$ cat src/sv/owb_pkg.sv
// Package: function, CSR, status and phase codes, timing constants and the response record of the 1-Wire master.
`default_nettype none
package owb_pkg;

   localparam int BITS_PER_BYTE = 8;
   localparam int BIT_CNT_W     = $clog2(BITS_PER_BYTE + 1);

   localparam logic [9:0] WR1_LOW_US     = 10'd6;
   localparam logic [9:0] WR0_LOW_US     = 10'd60;
   localparam logic [9:0] WR_SLOT_US     = 10'd70;
   localparam logic [9:0] RD_LOW_US      = 10'd3;
   localparam logic [9:0] RD_SAMPLE_TICK = 10'd14;
   localparam logic [9:0] RD_SLOT_US     = 10'd68;
   localparam logic [9:0] RECOVER_US     = 10'd5;

   localparam logic [9:0] RESET_LOW_DEF     = 10'd480;
   localparam logic [7:0] PRESENCE_WAIT_DEF = 8'd70;
   localparam logic [9:0] PRESENCE_TO_DEF   = 10'd300;

   typedef enum logic [1:0] {
      FUNC_TICK  = 2'd0,
      FUNC_RESET = 2'd1,
      FUNC_WRITE = 2'd2,
      FUNC_READ  = 2'd3
   } func_type;

   typedef enum logic [1:0] {
      CSR_RESET_LOW     = 2'd0,
      CSR_PRESENCE_WAIT = 2'd1,
      CSR_PRESENCE_TO   = 2'd2
   } csr_idx_type;

   typedef enum logic [1:0] {
      ST_OK          = 2'd0,
      ST_NO_PRESENCE = 2'd1,
      ST_PRESENCE_LONG = 2'd2
   } status_type;

   typedef enum logic [3:0] {
      PH_IDLE      = 4'd0,
      PH_RST_LOW   = 4'd1,
      PH_RST_WAIT  = 4'd2,
      PH_POLL_FALL = 4'd3,
      PH_POLL_RISE = 4'd4,
      PH_RECOVER   = 4'd5,
      PH_WRITE     = 4'd6,
      PH_READ      = 4'd7
   } phase_type;

   typedef struct packed {
      logic       bus_drive_low;
      logic       busy_res;
      logic       done_res;
      logic [1:0] status;
      logic [7:0] read_data;
   } rsp_type;

endpackage
`default_nettype wire

$ cat src/sv/one_wire_bus_master_top.sv
// 1-Wire bus master timing engine: state update per request and a two-entry response queue.
//
//  channel  direction  handshake            payload
//  req      in         req_valid/req_ready  func, write_data, line_level
//  rsp      out        rsp_valid/rsp_ready  bus_drive_low, busy_res, done_res, status, read_data
//  csr      in         csr_we               csr_index, csr_wdata
//
// One request per clock while req_ready is high; its response is registered into the response queue.
// Two response entries: requests keep flowing while one response waits.
// req_ready drops only when both response entries are full.
// Synchronous active-high reset restores the default timing registers and idles the bus.
`default_nettype none
module one_wire_bus_master_top
   import owb_pkg::*;
(
   input  wire logic       clock,
   input  wire logic       reset,
   input  wire logic       req_valid,
   output      logic       req_ready,
   input  wire logic [1:0] req_func,
   input  wire logic [7:0] req_write_data,
   input  wire logic       req_line_level,
   output      logic       rsp_valid,
   input  wire logic       rsp_ready,
   output      logic       rsp_bus_drive_low,
   output      logic       rsp_busy_res,
   output      logic       rsp_done_res,
   output      logic [1:0] rsp_status,
   output      logic [7:0] rsp_read_data,
   input  wire logic       csr_we,
   input  wire logic [1:0] csr_index,
   input  wire logic [9:0] csr_wdata
);

   logic [9:0] reset_low_ff;
   logic [7:0] presence_wait_ff;
   logic [9:0] presence_to_ff;

   phase_type            phase_ff, phase_in;
   logic [9:0]           us_cnt_ff, us_cnt_in;
   logic [BIT_CNT_W-1:0] bit_idx_ff, bit_idx_in;
   logic [7:0]           tx_shift_ff, tx_shift_in;
   logic [7:0]           rx_accum_ff, rx_accum_in;
   logic [1:0]           op_kind_ff, op_kind_in;
   logic                 drive_low_ff, drive_low_in;
   logic [7:0]           last_read_ff, last_read_in;

   rsp_type    head_ff, head_in, tail_ff, tail_in;
   logic [1:0] count_ff, count_in;
   rsp_type    new_rsp;

   logic                 push, pop;
   logic [9:0]           cnt_inc, reset_low_min, presence_to_min, low_time;
   logic [BIT_CNT_W-1:0] bit_next;
   logic                 done;
   logic [1:0]           status;

   assign req_ready = (count_ff != 2'd2);
   assign rsp_valid = (count_ff != 2'd0);
   assign push      = req_valid && req_ready;
   assign pop       = rsp_valid && rsp_ready;

   assign cnt_inc         = us_cnt_ff + 10'd1;
   assign reset_low_min   = (reset_low_ff == 10'd0) ? 10'd1 : reset_low_ff;
   assign presence_to_min = (presence_to_ff == 10'd0) ? 10'd1 : presence_to_ff;
   assign low_time        = tx_shift_ff[0] ? WR1_LOW_US : WR0_LOW_US;
   assign bit_next        = bit_idx_ff + BIT_CNT_W'(1);

   always_ff @(posedge clock) begin
      if (reset) begin
         reset_low_ff     <= RESET_LOW_DEF;
         presence_wait_ff <= PRESENCE_WAIT_DEF;
         presence_to_ff   <= PRESENCE_TO_DEF;
      end else if (csr_we) begin
         unique case (csr_index)
            CSR_RESET_LOW:     reset_low_ff     <= csr_wdata;
            CSR_PRESENCE_WAIT: presence_wait_ff <= csr_wdata[7:0];
            CSR_PRESENCE_TO:   presence_to_ff   <= csr_wdata;
            default: ;
         endcase
      end
   end

   always_comb begin
      phase_in     = phase_ff;
      us_cnt_in    = us_cnt_ff;
      bit_idx_in   = bit_idx_ff;
      tx_shift_in  = tx_shift_ff;
      rx_accum_in  = rx_accum_ff;
      op_kind_in   = op_kind_ff;
      drive_low_in = drive_low_ff;
      last_read_in = last_read_ff;
      done         = 1'b0;
      status       = ST_OK;
      if (req_func != FUNC_TICK) begin
         if (phase_ff == PH_IDLE) begin
            op_kind_in   = req_func;
            us_cnt_in    = 10'd0;
            bit_idx_in   = '0;
            drive_low_in = 1'b1;
            unique case (req_func)
               FUNC_RESET: phase_in = PH_RST_LOW;
               FUNC_WRITE: begin
                  tx_shift_in = req_write_data;
                  phase_in    = PH_WRITE;
               end
               default: begin
                  rx_accum_in = 8'd0;
                  phase_in    = PH_READ;
               end
            endcase
         end
      end else if (phase_ff != PH_IDLE) begin
         us_cnt_in = cnt_inc;
         unique case (phase_ff)
            PH_RST_LOW: begin
               if (cnt_inc >= reset_low_min) begin
                  drive_low_in = 1'b0;
                  us_cnt_in    = 10'd0;
                  phase_in     = (presence_wait_ff == 8'd0) ? PH_POLL_FALL : PH_RST_WAIT;
               end
            end
            PH_RST_WAIT: begin
               if (cnt_inc >= {2'b00, presence_wait_ff}) begin
                  us_cnt_in = 10'd0;
                  phase_in  = PH_POLL_FALL;
               end
            end
            PH_POLL_FALL: begin
               if (!req_line_level) begin
                  us_cnt_in = 10'd0;
                  phase_in  = PH_POLL_RISE;
               end else if (cnt_inc >= presence_to_min) begin
                  done   = 1'b1;
                  status = ST_NO_PRESENCE;
               end
            end
            PH_POLL_RISE: begin
               if (req_line_level) begin
                  us_cnt_in = 10'd0;
                  phase_in  = PH_RECOVER;
               end else if (cnt_inc >= presence_to_min) begin
                  done   = 1'b1;
                  status = ST_PRESENCE_LONG;
               end
            end
            PH_RECOVER: begin
               if (cnt_inc >= RECOVER_US) done = 1'b1;
            end
            PH_WRITE: begin
               if (cnt_inc >= low_time) drive_low_in = 1'b0;
               if (cnt_inc >= WR_SLOT_US) begin
                  tx_shift_in = {1'b0, tx_shift_ff[7:1]};
                  bit_idx_in  = bit_next;
                  if (32'(bit_next) >= BITS_PER_BYTE) begin
                     done = 1'b1;
                  end else begin
                     us_cnt_in    = 10'd0;
                     drive_low_in = 1'b1;
                  end
               end
            end
            PH_READ: begin
               if (cnt_inc >= RD_LOW_US) drive_low_in = 1'b0;
               if (cnt_inc == RD_SAMPLE_TICK && req_line_level && 32'(bit_idx_ff) < 8)
                  rx_accum_in[bit_idx_ff[2:0]] = 1'b1;
               if (cnt_inc >= RD_SLOT_US) begin
                  bit_idx_in = bit_next;
                  if (32'(bit_next) >= BITS_PER_BYTE) begin
                     last_read_in = rx_accum_in;
                     done         = 1'b1;
                  end else begin
                     us_cnt_in    = 10'd0;
                     drive_low_in = 1'b1;
                  end
               end
            end
            default: done = 1'b1;
         endcase
         if (done) begin
            phase_in     = PH_IDLE;
            us_cnt_in    = 10'd0;
            drive_low_in = 1'b0;
         end
      end
      new_rsp.bus_drive_low = drive_low_in;
      new_rsp.busy_res      = (phase_in != PH_IDLE);
      new_rsp.done_res      = done;
      new_rsp.status        = status;
      new_rsp.read_data     = last_read_in;
   end

   always_ff @(posedge clock) begin
      if (reset) begin
         phase_ff     <= PH_IDLE;
         us_cnt_ff    <= 10'd0;
         bit_idx_ff   <= '0;
         tx_shift_ff  <= 8'd0;
         rx_accum_ff  <= 8'd0;
         op_kind_ff   <= 2'd0;
         drive_low_ff <= 1'b0;
         last_read_ff <= 8'd0;
      end else if (push) begin
         phase_ff     <= phase_in;
         us_cnt_ff    <= us_cnt_in;
         bit_idx_ff   <= bit_idx_in;
         tx_shift_ff  <= tx_shift_in;
         rx_accum_ff  <= rx_accum_in;
         op_kind_ff   <= op_kind_in;
         drive_low_ff <= drive_low_in;
         last_read_ff <= last_read_in;
      end
   end

   // response queue: head is shown, tail holds the second entry
   always_comb begin
      head_in  = head_ff;
      tail_in  = tail_ff;
      count_in = count_ff + 2'(push) - 2'(pop);
      if (pop) begin
         head_in = (count_ff == 2'd2) ? tail_ff : new_rsp;
      end else if (count_ff == 2'd0) begin
         head_in = new_rsp;
      end
      if (push && ((count_ff == 2'd1 && !pop) || (count_ff == 2'd2 && pop))) tail_in = new_rsp;
   end

   always_ff @(posedge clock) begin
      if (reset) begin
         count_ff <= 2'd0;
      end else begin
         count_ff <= count_in;
      end
      head_ff <= head_in;
      tail_ff <= tail_in;
   end

   assign rsp_bus_drive_low = head_ff.bus_drive_low;
   assign rsp_busy_res      = head_ff.busy_res;
   assign rsp_done_res      = head_ff.done_res;
   assign rsp_status        = head_ff.status;
   assign rsp_read_data     = head_ff.read_data;

   a_count_max: assert property (@(posedge clock) disable iff (reset)
      count_ff != 2'd3) else $error("response queue overflow");
   a_idle_released: assert property (@(posedge clock) disable iff (reset)
      phase_ff == PH_IDLE |-> !drive_low_ff) else $error("bus held low while idle");
   a_done_not_busy: assert property (@(posedge clock) disable iff (reset)
      rsp_valid && rsp_done_res |-> !rsp_busy_res) else $error("done while busy");
   a_status_needs_done: assert property (@(posedge clock) disable iff (reset)
      rsp_valid && rsp_status != ST_OK |-> rsp_done_res) else $error("status without done");
   a_full_holds: assert property (@(posedge clock) disable iff (reset)
      count_ff == 2'd2 && !rsp_ready |=> count_ff == 2'd2) else $error("entry lost");

endmodule
`default_nettype wire

$ cat config.mk
export PLATFORM = sky130hd
export DESIGN_NAME = one_wire_bus_master_top
export DESIGN_NICKNAME = d
export VERILOG_FILES = /design/src/sv/owb_pkg.sv /design/src/sv/one_wire_bus_master_top.sv
export SDC_FILE = /design/constraint.sdc
export NUM_CORES = 1
export LEC_CHECK = 0
export ABC_AREA = 1
export BUFFER_PORTS_ARGS = -buffer_cell sky130_fd_sc_hd__buf_2
export CAP_MARGIN = 40
export CELL_PAD_IN_SITES_DETAIL_PLACEMENT = 0
export CELL_PAD_IN_SITES_GLOBAL_PLACEMENT = 1
export CORE_MARGIN = 10
export CORE_UTILIZATION = 45
export DETAILED_ROUTE_END_ITERATION = 7
export GPL_TIMING_DRIVEN = 0
export PLACE_DENSITY_LB_ADDON = 0.05
export SLEW_MARGIN = 20
export SYNTH_ARGS = -nofsm -noshare
export SYNTH_HDL_FRONTEND = slang
export SYNTH_SLANG_ARGS = --single-unit
export TNS_END_PERCENT = 30
$ cat constraint.sdc
create_clock -name clock -period 2.9 [get_ports clock]
set_input_delay 0.145 -clock clock [delete_from_list [all_inputs] [get_ports clock]]
set_output_delay 0.145 -clock clock [all_outputs]
set_load 0.005 [all_outputs]
; ---- Yosys cells after proc, flatten, opt, wreduce, memory -nomap -nowiden
; Index checks and enable logic that the tools add are counted.
[word_totals]
register_bits = 99
latch_bits = 0
mem_bits_rw = 0
rom_bits = 0
out_inout_bits = 15
word_cells = 178
mem_count = 0
[classes]
addsub = 4
mul = 0
div_mod_pow = 0
order_cmp = 12
n_eq_ne = 20
shift = 0
mux = 85
n_bitwise = 1
reduce_logical = 35
[ops]
columns = op, n
row1 = two-way mux 8 bit, 17
row2 = two-way mux 10 bit, 13
row3 = case mux 10 bit (6 select lines), 1
row4 = two-way mux 4 bit, 13
row5 = two-way mux 13 bit, 3
row6 = two-way mux 1 bit, 26
row7 = greater-or-equal comparator 10 bit, 2
row8 = greater-or-equal comparator 10 x 7 -> 1 bit (second input constant), 2
row9 = zero test 10 bit, 2
row10 = == test 4 x 3 -> 1 bit (second input constant), 4
row11 = case mux 4 bit (4 select lines), 1
row12 = nonzero test 2 bit, 7
row13 = AND reduction 6 bit, 2
row14 = adder 10 x 1 -> 10 bit (second input constant), 1
row15 = == test 10 x 4 -> 1 bit (second input constant), 1
row16 = greater-or-equal comparator 10 x 2 -> 1 bit (second input constant), 1
row17 = greater-or-equal comparator 10 x 3 -> 1 bit (second input constant), 1
row18 = greater-or-equal comparator 10 x 6 -> 1 bit, 1
row19 = greater-or-equal comparator 10 x 8 -> 1 bit, 1
row20 = == test 4 x 2 -> 1 bit (second input constant), 2
row21 = logical AND 1 bit, 8
row22 = zero test 8 bit, 1
row23 = two-way mux 2 bit, 4
row24 = OR 8 bit, 1
row25 = other kinds (30), 42

; ---- Longest topological paths before layout
[logic_depth]
ltp_word = 14
depth_mapped = 22
depth_no_buf = 22

; ---- Worst setup path before layout
; No wires, ideal clock.
[synth_timing]
kind = register -> register
startpoint = register us_cnt_ff[0]
endpoint = register head_ff, in the netlist rsp_busy_res, data pin
setup_time_ps = 254
t_arrival_ps = 2421
required_ps = 2646
setup_slack_ps = 225
stages_incl_launch_ff = 21
path_cell_list = dfxtp_1 > ha_1 > nand2_2 > nor2_4 > nand3_1 > nand2_1 > nand2_2 > ha_1 > nand2_1 > nor2_1 > o211ai_1 > nand4_1 > nand3_1 > nand2_1 > nor2_4 > nand3_1 > nand2_1 > nor2_1 > nand2_1 > nand2_1 > nand2_1
[synth_lines]
columns = element, line
row1 = "start, declared", one_wire_bus_master_top.sv:40  ; logic [9:0] us_cnt_ff, us_cnt_in;
row2 = "start signal, assigned", one_wire_bus_master_top.sv:205  ; us_cnt_ff <= us_cnt_in;
row3 = "end signal, assigned", one_wire_bus_master_top.sv:234  ; head_ff <= head_in;
row4 = "end, declared", one_wire_bus_master_top.sv:48  ; rsp_type head_ff, head_in, tail_ff, tail_in;

==> tab_implementation.tex <==
\begin{tabular}{lr}
\hline
Metric & Value \\
\hline
\multicolumn{2}{l}{\textbf{Outcome}} \\
Result of the run & complete, but fails checks \\
Violations in the final reports & negative setup slack \\
\multicolumn{2}{l}{\textbf{Setup path}} \\
Startpoint of the worst register-to-register path & us\_cnt\_ff[0] \\
Element type at the critical path start & flop \\
Depth of the most critical reg-to-reg path & 21 \\
Capture point of the worst path & tail\_ff[11] \\
Largest fanout on the critical path & 5 \\
Start point of the critical path & us\_cnt\_ff[0] \\
Setup slack of the most critical reg-to-reg path & -0.005 ns \\
Capture point of the worst reg-to-reg path & tail\_ff[11] \\
Sort of element at the end of the critical path & flop \\
Required time at the worst-slack endpoint & 3.03 ns \\
Critical path type & reg2reg \\
Data arrival, critical path & 3.04 ns \\
\multicolumn{2}{l}{\textbf{Floorplanning}} \\
Total Die Area & 0.0184 mm\^{}2 \\
Die outline height & 136 um \\
I/O pin total & 43 \\
Number of cell rows & 42 \\
Area of the core & 0.0131 mm\^{}2 \\
Chip Width & 136 um \\
Effective utilization at floorplan & 45.7\% \\
\multicolumn{2}{l}{\textbf{GRT}} \\
Congestion Overflow GR & 0 \\
Vias in the first global route & 5167 \\
Antenna violations before repair & 0 \\
Maximum number of pins on one net before global-route repair & 22 \\
GRT Util Overall & 17.3\% \\
First-pass GRT wire length & 25300 um \\
\multicolumn{2}{l}{\textbf{Power}} \\
Power density over the cells & 572 mW/mm\^{}2 \\
Largest vdd supply drop & 0.000311 V \\
Total power & 4.10 mW \\
Standby leakage power & 3.27 nW \\
\multicolumn{2}{l}{\textbf{Drt}} \\
1st-pass router iterations & 5 \\
Number of antenna-violating nets in the routed design & 0 \\
Aggregate routed wire length & 16000 um \\
DR vias/cell & 5.12 \\
Number of design-rule violations left by the first detailed-router iteration & 299 \\
Post-detailed-route wirelength per cell & 15.2 um \\
Count of unresolved DRC violations after routing & 0 \\
Overall via count from detail\_route & 5397 \\
\multicolumn{2}{l}{\textbf{Min path}} \\
Hold crit path type & in2reg \\
\multicolumn{2}{l}{\textbf{Clocking}} \\
Skew-Pair Late Insertion Delay & 0.36 ns \\
Clock net sink count & 99 \\
Root Buffer & sky130\_fd\_sc\_hd\_\_clkbuf\_16 \\
Clock Path Buffers & 2 \\
CTS HTree Levels & 3 \\
CTS tree & yes \\
Clock buffer count from CTS & 9 \\
Clock-pin slew reported for the worst setup and hold paths after clock tree synthesis & 0.08 ns \\
\multicolumn{2}{l}{\textbf{Synthesis}} \\
Post-synthesis net count & 874 \\
Warnings from Yosys & 0 \\
Synthesized instance count & 801 \\
Area of the mapped netlist & 0.00601 mm\^{}2 \\
Share of synthesized registers carrying an async set or reset & 0\% \\
Share of synthesized area occupied by flip-flops and latches & 37.3\% \\
Synth cell count leaders & sky130\_fd\_sc\_hd\_\_nand2\_1, sky130\_fd\_sc\_hd\_\_inv\_1, sky130\_fd\_sc\_hd\_\_dfxtp\_1, sky130\_fd\_sc\_hd\_\_a21oi\_1, sky130\_fd\_sc\_hd\_\_nor2\_1 \\
Average size of a mapped cell & 7.50 um\^{}2 \\
Cell accounting for the most synthesized area & sky130\_fd\_sc\_hd\_\_dfxtp\_1 \\
Count of flip-flops with a built-in enable after synthesis & 26 \\
Register bit total from synthesis & 99 \\
Leading cell type by number of instances after synthesis & sky130\_fd\_sc\_hd\_\_nand2\_1 \\
Main flop type after synthesis & sky130\_fd\_sc\_hd\_\_dfxtp\_1 \\
Synth top area cells & sky130\_fd\_sc\_hd\_\_dfxtp\_1, sky130\_fd\_sc\_hd\_\_edfxtp\_1, sky130\_fd\_sc\_hd\_\_nand2\_1, sky130\_fd\_sc\_hd\_\_ha\_1, sky130\_fd\_sc\_hd\_\_inv\_1 \\
Synth top area share & 24.3\% \\
Number of library cell types mapped by synthesis & 46 \\
\multicolumn{2}{l}{\textbf{Timing}} \\
Relative slew slack & 40.0\% \\
Least-Margin Pin Slew & 0.893 ns \\
Number of endpoints with negative hold slack in the final report & 0 \\
Final number of setup-violating endpoints & 2 \\
Clock period minus worst slack & 2.91 ns \\
Setup repair after global routing missed its margin & yes \\
Slew Viols, Final & 0 \\
Peak clock frequency supported by timing & 344 MHz \\
Maximum clock skew at final layout & 0.00803 ns \\
Period utilisation layout & 100\% \\
Worst Setup Slack, final & -0.00501 ns \\
\multicolumn{2}{l}{\textbf{Layout}} \\
Final Instance Count excl. Fillers & 1054 \\
Synthesis-to-layout area growth & 19.3\% \\
Antenna cells & 0 \\
Final core utilization & 54.5\% \\
NumNets Final & 946 \\
Share of cells above drive strength 1 & 21.8\% \\
Fill cell instance count of the final layout & 1313 \\
Post-route design area & 0.00717 mm\^{}2 \\
\multicolumn{2}{l}{\textbf{Placed design}} \\
HPWL after detailed placement & 11900 um \\
Cell area after placement & 0.00646 mm\^{}2 \\
Buffers on Ports & 42 \\
Cell count after placement & 1022 \\
Placer Congestion & 0.866 \\
\multicolumn{2}{l}{\textbf{Job}} \\
Max Cap Viol & 0 \\
\hline
\end{tabular}
## cells in the final DEF (no fill, tap or decap), types with 5 or more instances in the layout
master / instances
sky130_fd_sc_hd__nor2_4: 8
sky130_fd_sc_hd__buf_2: 45
sky130_fd_sc_hd__o211ai_1: 13
sky130_fd_sc_hd__buf_4: 16
sky130_fd_sc_hd__nor3_1: 11
sky130_fd_sc_hd__clkbuf_16: 9
sky130_fd_sc_hd__edfxtp_1: 26
sky130_fd_sc_hd__clkbuf_1: 15
sky130_fd_sc_hd__a21oi_2: 8
sky130_fd_sc_hd__inv_1: 117
sky130_fd_sc_hd__a21oi_1: 56
sky130_fd_sc_hd__nand2_4: 6
sky130_fd_sc_hd__nand3_1: 35
sky130_fd_sc_hd__o21ai_2: 8
sky130_fd_sc_hd__o21bai_1: 9
sky130_fd_sc_hd__nor2_2: 5
sky130_fd_sc_hd__ha_4: 8
sky130_fd_sc_hd__nand2_2: 28
sky130_fd_sc_hd__nand4_1: 11
sky130_fd_sc_hd__o21ai_1: 13
sky130_fd_sc_hd__and3_1: 8
sky130_fd_sc_hd__a31oi_1: 8
sky130_fd_sc_hd__nand3_2: 12
sky130_fd_sc_hd__dfxtp_1: 67
sky130_fd_sc_hd__o21ai_0: 39
sky130_fd_sc_hd__ha_1: 36
sky130_fd_sc_hd__nor2_1: 56
sky130_fd_sc_hd__inv_2: 7
sky130_fd_sc_hd__nand2_1: 145
## timing repair
action                     4_1_cts  5_1_grt
setup buffers                    5       10
gates cloned                     0        1
hold buffers                     0        0
pin swaps                        4       30
gates resized for setup         19       48
setup endpoints to repair       46       20
## critical path, cell delays in order (launching register included)
cell	delay (ns)
sky130_fd_sc_hd__dfxtp_4	0.40
sky130_fd_sc_hd__clkinvlp_4	0.15
sky130_fd_sc_hd__nor2_4	0.18
sky130_fd_sc_hd__nand2_2	0.08
sky130_fd_sc_hd__nand2_4	0.09
sky130_fd_sc_hd__clkinvlp_4	0.22
sky130_fd_sc_hd__ha_4	0.31
sky130_fd_sc_hd__a21oi_2	0.13
sky130_fd_sc_hd__nor2_1	0.05
sky130_fd_sc_hd__nor2_1	0.10
sky130_fd_sc_hd__nand3_1	0.10
sky130_fd_sc_hd__nand2_1	0.10
sky130_fd_sc_hd__nand2_1	0.06
sky130_fd_sc_hd__nand2_1	0.06
sky130_fd_sc_hd__nand3_1	0.06
sky130_fd_sc_hd__nand2_1	0.06
sky130_fd_sc_hd__inv_1	0.05
sky130_fd_sc_hd__nand3_2	0.08
sky130_fd_sc_hd__nand2_2	0.08
sky130_fd_sc_hd__nor2_4	0.10
sky130_fd_sc_hd__nand2_2	0.07
sky130_fd_sc_hd__buf_4	0.14
## sequential cells by signal (all words and copies together), names as in the netlist
signal,count
phase_ff,4
presence_wait_ff,8
tx_shift_ff,8
count_ff,2
rsp_busy_res,1
tail_ff,13
rsp_bus_drive_low,1
rsp_read_data,8
presence_to_ff,10
rx_accum_ff,8
last_read_ff,8
bit_idx_ff,4
rsp_status,2
us_cnt_ff,10
reset_low_ff,10
rsp_done_res,1
drive_low_ff,1
## logic make-up (layout without fill, tap and decap cells)
family | count (synthesis) | in the layout | share of synthesized area, %
flops | 99 | 99 | 37.3
xor+xnor | 2 | 2 | 0.292
simple gates | 336 | 337 | 26.6
buf+inv | 148 | 224 | 9.58
compound gates | 166 | 166 | 15.9
mux | 5 | 5 | 0.875
fa+ha+maj | 45 | 45 | 9.37
## how the worst min path moves through the flow
stage | from | endpoint | slack, ns | cells past startpoint
detailed placement | csr_wdata[8] | presence_to_ff[8] | 0.40 | 3
floorplan | csr_wdata[2] | presence_to_ff[2] | 0.28 | 2
CTS | csr_wdata[8] | presence_to_ff[8] | 0.02 | 3
global route | csr_wdata[8] | presence_to_ff[8] | 0.04 | 3
finish | csr_wdata[8] | reset_low_ff[8] | 0.03 | 3
global placement | csr_wdata[8] | presence_to_ff[8] | 0.40 | 3
## per-stage QoR
step / TNS, ns / hold slack, ns / setup WS (ns)
after floorplan: 0 / 0.275 / 0.225
after global placement: -5.99 / 0.400 / -0.389
after detailed placement: -6.97 / 0.400 / -0.397
after CTS: 0 / 0.0192 / 0.00221
after global routing: -2.33 / 0.0394 / -0.219
final: -0.00613 / 0.0296 / -0.00501
## metal layers
metal | wire length, um | track usage (%) | up-vias
li1 | - | - | 2799
met1 | 7150 | 20.8 | 2491
met2 | 7960 | 29.8 | 83
met3 | 527 | 2.71 | 24
met4 | 348 | 7.24 | 0
met5 | 0 | 0 | -
## power breakdown
| group | internal, mW | switching, mW | leakage, nW | total, mW |
|---|---|---|---|---|
| registers | 1.64 | 0.0814 | 0.864 | 1.72 |
| clock network | 0.623 | 0.627 | 0.151 | 1.25 |
| logic | 0.395 | 0.725 | 2.26 | 1.12 |
## area by class of cell
type	instances	area (um^2)	share of cell area [%]
multi-input combinational	555	3450	48.2
sequential	99	2260	31.5
inverter	129	498	6.95
timing repair buffer	60	340	4.75
clock buffer	9	225	3.14
tap	176	220	3.07
buffer	19	91.3	1.27
clock inverter	7	81.3	1.13
(Power assumes the default switching activity.)
